### config.mk
export PLATFORM = sky130hd
export DESIGN_NAME = spiral_order_scanner
export DESIGN_NICKNAME = d
export VERILOG_FILES = /design/src/sos_pkg.sv /design/src/sos_ctrl.sv /design/src/sos_datapath.sv /design/src/spiral_order_scanner.sv
export SDC_FILE = /design/constraint.sdc
export NUM_CORES = 2
export LEC_CHECK = 0
export ABC_AREA = 1
export BUFFER_PORTS_ARGS = -buffer_cell sky130_fd_sc_hd__buf_2
export CAP_MARGIN = 40
export CORE_MARGIN = 3
export CORE_UTILIZATION = 55
export DETAILED_ROUTE_END_ITERATION = 10
export PLACE_DENSITY = 0.74
export SLEW_MARGIN = 10
export SYNTH_ARGS = -nofsm -noshare
export SYNTH_HDL_FRONTEND = slang
export SYNTH_HIERARCHICAL = 1
export SYNTH_SLANG_ARGS = --single-unit
### constraint.sdc
create_clock -name i_clk -period 11.1 [get_ports i_clk]
set_clock_uncertainty 0.05 [all_clocks]
set_input_delay 1.11 -clock i_clk [delete_from_list [all_inputs] [get_ports i_clk]]
set_output_delay 1.11 -clock i_clk [all_outputs]
set_load 0.05 [all_outputs]
### src/sos_pkg.sv
// Shared types, constants and helpers for the spiral order scanner.
package sos_pkg;

    localparam int DATA_W   = 32;
    localparam int MAX_ROWS = 8;
    localparam int MAX_COLS = 8;
    localparam int DEPTH    = MAX_ROWS * MAX_COLS;
    localparam int ADDR_W   = $clog2(DEPTH);
    localparam int IDX_W    = 3;
    localparam int SIZE_W   = 4;
    localparam int CNT_W    = ADDR_W + 1;
    localparam int PROD_W   = 2 * SIZE_W;
    localparam int APB_AW   = 3;
    localparam int APB_DW   = 32;

    typedef enum logic {
        ST_LOAD,
        ST_EMIT
    } t_state;

    typedef enum logic [1:0] {
        DIR_RIGHT,
        DIR_DOWN,
        DIR_LEFT,
        DIR_UP
    } t_dir;

    typedef enum logic {
        REG_NUM_ROWS = 1'b0,
        REG_NUM_COLS = 1'b1
    } t_reg_idx;

    typedef struct packed {
        logic load_we;
        logic start;
        logic step;
    } t_cmd;

    typedef struct packed {
        logic load_done;
        logic walk_last;
        logic out_free;
    } t_sts;

    function automatic logic [SIZE_W-1:0] clamp_size(
        input logic [SIZE_W-1:0] v,
        input logic [SIZE_W-1:0] maxv
    );
        logic [SIZE_W-1:0] res;
        if (v == '0) begin
            res = SIZE_W'(1);
        end else if (v > maxv) begin
            res = maxv;
        end else begin
            res = v;
        end
        return res;
    endfunction

endpackage

### src/sos_ctrl.sv
// Load/emit controller for the spiral order scanner.
module sos_ctrl
    import sos_pkg::*;
(
    input  logic i_clk,
    input  logic i_rst_n,
    input  logic i_in_valid,
    output logic o_in_ready,
    input  t_sts i_sts,
    output t_cmd o_cmd
);

    t_state r_state;
    t_state n_state;

    always_ff @(posedge i_clk) begin
        if (!i_rst_n) begin
            r_state <= ST_LOAD;
        end else begin
            r_state <= n_state;
        end
    end

    always_comb begin
        n_state = r_state;
        case (r_state)
            ST_LOAD: begin
                if (i_in_valid && i_sts.load_done) begin
                    n_state = ST_EMIT;
                end
            end
            ST_EMIT: begin
                if (i_sts.out_free && i_sts.walk_last) begin
                    n_state = ST_LOAD;
                end
            end
            default: n_state = ST_LOAD;
        endcase
    end

    always_comb begin
        o_in_ready    = 1'b0;
        o_cmd.load_we = 1'b0;
        o_cmd.start   = 1'b0;
        o_cmd.step    = 1'b0;
        case (r_state)
            ST_LOAD: begin
                o_in_ready    = 1'b1;
                o_cmd.load_we = i_in_valid;
                o_cmd.start   = i_in_valid && i_sts.load_done;
            end
            ST_EMIT: begin
                o_cmd.step = i_sts.out_free;
            end
            default: begin
                o_in_ready = 1'b0;
            end
        endcase
    end

endmodule

### src/sos_datapath.sv
// Element store, load counter, spiral walker and output register.
module sos_datapath
    import sos_pkg::*;
(
    input  logic                     i_clk,
    input  logic                     i_rst_n,
    input  logic [SIZE_W-1:0]        i_rows,
    input  logic [SIZE_W-1:0]        i_cols,
    input  logic signed [DATA_W-1:0] i_element_value,
    input  t_cmd                     i_cmd,
    output t_sts                     o_sts,
    output logic                     o_out_valid,
    input  logic                     i_out_ready,
    output logic signed [DATA_W-1:0] o_out_value,
    output logic [IDX_W-1:0]         o_out_row,
    output logic [IDX_W-1:0]         o_out_col,
    output logic                     o_out_last
);

    logic [DATA_W-1:0] r_mem [DEPTH];

    logic [ADDR_W-1:0] r_load_count;
    logic [CNT_W-1:0]  w_count_inc;
    logic [PROD_W-1:0] w_total_full;
    logic [CNT_W-1:0]  w_total;

    logic [IDX_W-1:0]  r_top, r_bottom, r_left, r_right, r_row, r_col;
    logic [IDX_W-1:0]  n_top, n_bottom, n_left, n_right, n_row, n_col;
    t_dir              r_dir, n_dir;
    logic [ADDR_W-1:0] r_remain;
    logic [PROD_W-1:0] w_addr_full;
    logic [ADDR_W-1:0] w_rd_addr;

    logic              r_out_valid;
    logic [DATA_W-1:0] r_out_value;
    logic [IDX_W-1:0]  r_out_row, r_out_col;
    logic              r_out_last;

    assign w_count_inc  = {1'b0, r_load_count} + CNT_W'(1);
    assign w_total_full = {{SIZE_W{1'b0}}, i_rows} * {{SIZE_W{1'b0}}, i_cols};
    assign w_total      = w_total_full[CNT_W-1:0];
    assign w_addr_full  = {{(PROD_W-IDX_W){1'b0}}, r_row} * {{SIZE_W{1'b0}}, i_cols}
                        + {{(PROD_W-IDX_W){1'b0}}, r_col};
    assign w_rd_addr    = w_addr_full[ADDR_W-1:0];

    assign o_sts.load_done = (w_count_inc >= w_total);
    assign o_sts.walk_last = (r_remain == '0);
    assign o_sts.out_free  = !r_out_valid || i_out_ready;

    // element store: write on load, registered read on walk step
    always_ff @(posedge i_clk) begin
        if (i_cmd.load_we) begin
            r_mem[r_load_count] <= i_element_value;
        end
        if (i_cmd.step) begin
            r_out_value <= r_mem[w_rd_addr];
            r_out_row   <= r_row;
            r_out_col   <= r_col;
            r_out_last  <= (r_remain == '0);
        end
    end

    always_ff @(posedge i_clk) begin
        if (!i_rst_n) begin
            r_load_count <= '0;
        end else if (i_cmd.load_we) begin
            r_load_count <= i_cmd.start ? '0 : w_count_inc[ADDR_W-1:0];
        end
    end

    always_ff @(posedge i_clk) begin
        if (!i_rst_n) begin
            r_out_valid <= 1'b0;
        end else if (i_cmd.step) begin
            r_out_valid <= 1'b1;
        end else if (i_out_ready) begin
            r_out_valid <= 1'b0;
        end
    end

    // one spiral step per issued read
    always_comb begin
        n_top    = r_top;
        n_bottom = r_bottom;
        n_left   = r_left;
        n_right  = r_right;
        n_row    = r_row;
        n_col    = r_col;
        n_dir    = r_dir;
        case (r_dir)
            DIR_RIGHT: begin
                if (r_col < r_right) begin
                    n_col = r_col + IDX_W'(1);
                end else begin
                    n_dir = DIR_DOWN;
                    n_top = r_top + IDX_W'(1);
                    n_row = r_row + IDX_W'(1);
                end
            end
            DIR_DOWN: begin
                if (r_row < r_bottom) begin
                    n_row = r_row + IDX_W'(1);
                end else begin
                    n_dir   = DIR_LEFT;
                    n_right = r_right - IDX_W'(1);
                    n_col   = r_col - IDX_W'(1);
                end
            end
            DIR_LEFT: begin
                if (r_col > r_left) begin
                    n_col = r_col - IDX_W'(1);
                end else begin
                    n_dir    = DIR_UP;
                    n_bottom = r_bottom - IDX_W'(1);
                    n_row    = r_row - IDX_W'(1);
                end
            end
            DIR_UP: begin
                if (r_row > r_top) begin
                    n_row = r_row - IDX_W'(1);
                end else begin
                    n_dir  = DIR_RIGHT;
                    n_left = r_left + IDX_W'(1);
                    n_col  = r_col + IDX_W'(1);
                end
            end
            default: n_dir = DIR_RIGHT;
        endcase
    end

    always_ff @(posedge i_clk) begin
        if (!i_rst_n) begin
            r_dir    <= DIR_RIGHT;
            r_remain <= '0;
            r_top    <= '0;
            r_bottom <= '0;
            r_left   <= '0;
            r_right  <= '0;
            r_row    <= '0;
            r_col    <= '0;
        end else if (i_cmd.start) begin
            r_dir    <= DIR_RIGHT;
            r_remain <= ADDR_W'(w_total - CNT_W'(1));
            r_top    <= '0;
            r_bottom <= IDX_W'(i_rows - SIZE_W'(1));
            r_left   <= '0;
            r_right  <= IDX_W'(i_cols - SIZE_W'(1));
            r_row    <= '0;
            r_col    <= '0;
        end else if (i_cmd.step) begin
            r_dir    <= n_dir;
            r_remain <= r_remain - ADDR_W'(1);
            r_top    <= n_top;
            r_bottom <= n_bottom;
            r_left   <= n_left;
            r_right  <= n_right;
            r_row    <= n_row;
            r_col    <= n_col;
        end
    end

    assign o_out_valid = r_out_valid;
    assign o_out_value = r_out_value;
    assign o_out_row   = r_out_row;
    assign o_out_col   = r_out_col;
    assign o_out_last  = r_out_last;

endmodule

### src/spiral_order_scanner.sv
// Spiral order scanner top level: size registers, controller and datapath.
// Loading takes one element per cycle; the request that completes the matrix
// starts the spiral: it initialises the walker, whose first step registers the first result.
// Results then follow at one per cycle while the sink is ready, paced by the
// element store's single registered read port: N loads plus N results per matrix.
// Synchronous active-low reset: sizes return to 1, load count and control clear,
// the element store is not cleared.
module spiral_order_scanner
    import sos_pkg::*;
(
    input  logic                     i_clk,
    input  logic                     i_rst_n,
    input  logic                     psel,
    input  logic                     penable,
    input  logic                     pwrite,
    input  logic [APB_AW-1:0]        paddr,
    input  logic [APB_DW-1:0]        pwdata,
    output logic [APB_DW-1:0]        prdata,
    output logic                     pready,
    input  logic                     i_in_valid,
    output logic                     o_in_ready,
    input  logic signed [DATA_W-1:0] i_element_value,
    output logic                     o_out_valid,
    input  logic                     i_out_ready,
    output logic signed [DATA_W-1:0] o_out_value,
    output logic [IDX_W-1:0]         o_out_row,
    output logic [IDX_W-1:0]         o_out_col,
    output logic                     o_out_last
);

    logic [SIZE_W-1:0] r_num_rows;
    logic [SIZE_W-1:0] r_num_cols;
    logic [SIZE_W-1:0] w_rows;
    logic [SIZE_W-1:0] w_cols;
    t_reg_idx          w_reg_idx;
    logic              w_wr_en;
    t_cmd              w_cmd;
    t_sts              w_sts;

    assign pready    = 1'b1;
    assign w_reg_idx = t_reg_idx'(paddr[2]);
    assign w_wr_en   = psel && penable && pwrite && pready;

    always_ff @(posedge i_clk) begin
        if (!i_rst_n) begin
            r_num_rows <= SIZE_W'(1);
            r_num_cols <= SIZE_W'(1);
        end else if (w_wr_en) begin
            case (w_reg_idx)
                REG_NUM_ROWS: r_num_rows <= pwdata[SIZE_W-1:0];
                REG_NUM_COLS: r_num_cols <= pwdata[SIZE_W-1:0];
                default: begin
                    r_num_rows <= r_num_rows;
                end
            endcase
        end
    end

    always_comb begin
        case (w_reg_idx)
            REG_NUM_ROWS: prdata = {{(APB_DW-SIZE_W){1'b0}}, r_num_rows};
            REG_NUM_COLS: prdata = {{(APB_DW-SIZE_W){1'b0}}, r_num_cols};
            default:      prdata = '0;
        endcase
    end

    assign w_rows = clamp_size(r_num_rows, SIZE_W'(MAX_ROWS));
    assign w_cols = clamp_size(r_num_cols, SIZE_W'(MAX_COLS));

    sos_ctrl u_ctrl (
        .i_clk      (i_clk),
        .i_rst_n    (i_rst_n),
        .i_in_valid (i_in_valid),
        .o_in_ready (o_in_ready),
        .i_sts      (w_sts),
        .o_cmd      (w_cmd)
    );

    sos_datapath u_datapath (
        .i_clk           (i_clk),
        .i_rst_n         (i_rst_n),
        .i_rows          (w_rows),
        .i_cols          (w_cols),
        .i_element_value (i_element_value),
        .i_cmd           (w_cmd),
        .o_sts           (w_sts),
        .o_out_valid     (o_out_valid),
        .i_out_ready     (i_out_ready),
        .o_out_value     (o_out_value),
        .o_out_row       (o_out_row),
        .o_out_col       (o_out_col),
        .o_out_last      (o_out_last)
    );

endmodule
==> out/results.ini <==
[global_route]
grt_pass1_vias = 55571
grt-ovfl-total = 0
grt_pass1_wl_microns = 334000
grt_max_degree = 227
grt_usage_pct = 27.2
antenna_found_initial = 14

[clock_network]
tritoncts = built
clk_latency_ps = 840
cts_hold_buf = 0
cts_setup_buffers = 0
cts_buffers = 204
path_clk_slew_ps = 60
root_buffer = clkbuf_16
cts-resized-gates = 0
cts_num_sinks = 2129
htree_levels = 4
clk_path_buf_depth = 3

[detailed_routing]
drcViolationCount = 0
wl_per_cell_microns = 23.4
via_per_inst = 6.03
ant_nets = 0
vias = 57994
drt_iter0_drc = 7913
firstDrtPassIters = 6
wirelength_microns = 225000

[synth]
synth_simple_gate_area_share_pct = 22.2
ys_ff_latch = 2129
synth_top_area_cell = edfxtp_1
async_flop_share_pct = 0
synth_area_sq_um = 87200
synth_compound_area_share_pct = 0.415
ys_seq_area_share_pct = 72.9
synth.most_common_cell = nand2_1
synth_edf_count = 2087
synth_cell_type_count = 36
syn_area_per_cell_sq_um = 11.8
syn_inst = 7392
synthAdderAreaFrac_pct = 0.919
ys.flop_type = edfxtp_1
synth_mux_area_share_pct = 0.0230
synth_xor_area_share_pct = 0.171
yosysTopAreaCellShare_pct = 71.9
synthTopCellsByArea = edfxtp_1, nand3_1, nand2_1
synth_common_cells = nand2_1, edfxtp_1, nand3_1
synth_warnings = 6
synth_top_family_by_area = simple AND/OR/NAND/NOR gates

[finish]
stdcell_count = 9615
drive_gt1_share_pct = 7.85
num-fill-cells = 11594
nets = 7514
syn_to_final_growth_pct = 10.7
finish.instance_area_sq_um = 96500

[setup_path]
crit_chain = a21oi_1 > nand2_1 > fa_1 > fa_1 > fa_1 > inv_1 > nand2_1 > nand2_1 > a21oi_1 > xor2_1 > ha_1 > nand2_1 > o2111ai_1 > nand3_2 > inv_1 > clkinv_1 > o21ai_0 > inv_1 > ha_1 > nand3_1 > nor2_1 > o21ai_0 > inv_1
path_class = register to register
startpoint = r_num_cols[3]
worst-endpoint-required_ps = 11760
critPathCapture = u_datapath/r_remain[4]
crit_path_max_fanout = 21
crit_arrival_ps = 7030
rr_worst_depth = 23
critPathTopFamily = adder cells
reg2reg_to = u_datapath/r_remain[4]
path_depth = 23
slowest_delay_ps = 610
cp-start-kind = register
end_kind = register
cpMaxStageDelayCell = fa_1
r2r_start = r_num_cols[3]
critPathBufInv = 5
ff2ff_setup_slack_ps = 4730

[worst_hold_path]
min_from = u_datapath/r_left[2]
hp-class = register to register

[place]
gp_congestion = 0.831
numPlacedInstances = 9233
placed_area_sq_um = 90200
dp_hpwl_microns = 115000
pre_cts_slack_ps = 4810
io_buffers = 88

[timing]
slew_headroom_pct = 24.0
slew_violations = 0
fin_crit_ps = 6370
rsz0062_at_grt = no
worst_pin_slew_ps = 1140
finalHoldViolations = 0
fin_crit_sh_pct = 57.4
worst_slack_ps = 4730
fin_tns_setup_ps = 0
setup_violations = 0
max_freq_mhz = 157

[power_and_ir_drop]
power_frac_comb_pct = 28.4
clockPowerShare_pct = 30.0
seqPwrFrac_pct = 41.6
switching_share_pct = 34.3
p_per_area_nw_per_um2 = 226
p_leak_nw = 34.4
intPower_mw = 14.3
vdd_ir_drop_max_v = 0.000224
p_sw_mw = 7.50

[run]
max_cap_viol_count = 0

[die]
fp.dieW_microns = 404
top_level_ports = 148
die_h_microns = 404
initial_core_util_pct = 55.6
die-area_sq_um = 163000
core_sq_um = 157000
rows = 145

[run_status]
status = completed

how the worst min path moves through the flow:
stage,cells past startpoint,end
after detailed placement,2,u_datapath/r_left[2]
after CTS,3,r_num_cols[0]
after global routing,3,r_num_cols[0]
after global placement,2,r_num_rows[0]
after floorplan,2,u_datapath/r_left[2]
final,2,u_datapath/r_left[2]
per-stage QoR:
stage	hold WS, ps	total power [mW]	utilization, %
CTS	420	21.8	61.5
global placement	415	15.1	57.0
global route	453	22.9	61.6
floorplan	397	13.7	-
finish	423	21.8	61.6
detailed placement	414	15.4	57.5
flip-flops by register name (all words and copies together), names as in the netlist, 3 cells and up:
register / cells
r_num_cols: 4
r_num_rows: 4
u_datapath/o_out_col: 3
u_datapath/o_out_row: 3
u_datapath/o_out_value: 32
u_datapath/r_bottom: 3
u_datapath/r_col: 3
u_datapath/r_left: 3
u_datapath/r_load_count: 6
u_datapath/r_mem: 2048
u_datapath/r_remain: 6
u_datapath/r_right: 3
u_datapath/r_row: 3
u_datapath/r_top: 3
layout by cell type, fill, tap and decap left out, types with 9 or more instances in the layout:
| cell type | Yosys | final |
|---|---|---|
| a21oi_1 | 33 | 33 |
| buf_12 | 0 | 39 |
| buf_16 | 0 | 9 |
| buf_2 | 295 | 88 |
| buf_4 | 69 | 103 |
| bufinv_16 | 0 | 10 |
| clkbuf_1 | 64 | 54 |
| clkbuf_16 | 0 | 206 |
| clkinv_1 | 1 | 61 |
| clkinv_2 | 0 | 32 |
| conb_1 | 2 | 29 |
| dfxtp_1 | 42 | 42 |
| edfxtp_1 | 2087 | 2087 |
| fa_1 | 10 | 9 |
| ha_1 | 48 | 46 |
| inv_1 | 107 | 104 |
| nand2_1 | 2460 | 2458 |
| nand3_1 | 1907 | 1907 |
| nor2_1 | 124 | 64 |
| nor2_4 | 1 | 61 |
| o21ai_0 | 33 | 33 |
power by group through the flow:
stage / sequential (mW) / clock (mW) / combinational (mW)
floorplan: 9.38 / 0 / 4.31
global placement: 9.26 / 0 / 5.89
detailed placement: 9.26 / 0 / 6.10
CTS: 9.09 / 6.61 / 6.14
global route: 9.10 / 6.95 / 6.83
finish: 9.09 / 6.55 / 6.20
final cells by class:
class	instances	area, sq um	area share [%]
Inverter	113	462	0.478
Tap cell	2058	2570	2.67
Multi-Input combinational cell	4689	21300	22.1
Timing Repair Buffer	245	2330	2.42
Clock inverter	117	898	0.931
Clock buffer	260	5360	5.55
Sequential cell	2129	63500	65.8
Antenna cell	4	10.0	0.0104
worst reg2reg max path, delay by kind of cell, from the launching register on:
| kind | cells | cell delay, ps |
|---|---|---|
| and+or+nand+nor | 7 | 680 |
| xor gates and xnor gates | 1 | 180 |
| buffers and inverters | 5 | 1230 |
| DFF | 1 | 430 |
| AOI/OAI and AO/OA | 5 | 1630 |
| adders and majority gates | 5 | 2070 |
logic make-up (layout without fill, tap and decap cells):
| logic type | count (synthesis) | count (layout) |
|---|---|---|
| AND/OR/NAND/NOR | 4513 | 4513 |
| flip-flops | 2129 | 2129 |
| buffers and inverters | 601 | 735 |
| AO/OA/AOI/OAI | 70 | 70 |
| adder cells (fa/ha/maj) | 58 | 58 |
| XOR/XNOR | 17 | 17 |
| other | 2 | 33 |
| multiplexers | 2 | 2 |
routing by layer:
metal | part of all wire [%] | vias to the layer above | track usage (%) | wire (microns)
met5 | 0.0067 | - | 0 | 15
met4 | 4.2 | 2 | 11.5 | 9490
met3 | 11 | 506 | 4.66 | 24300
met2 | 47 | 3416 | 43.2 | 105000
met1 | 38 | 28095 | 37.5 | 85700
li1 | - | 25975 | - | -
Power figures use the tool's default switching activity.
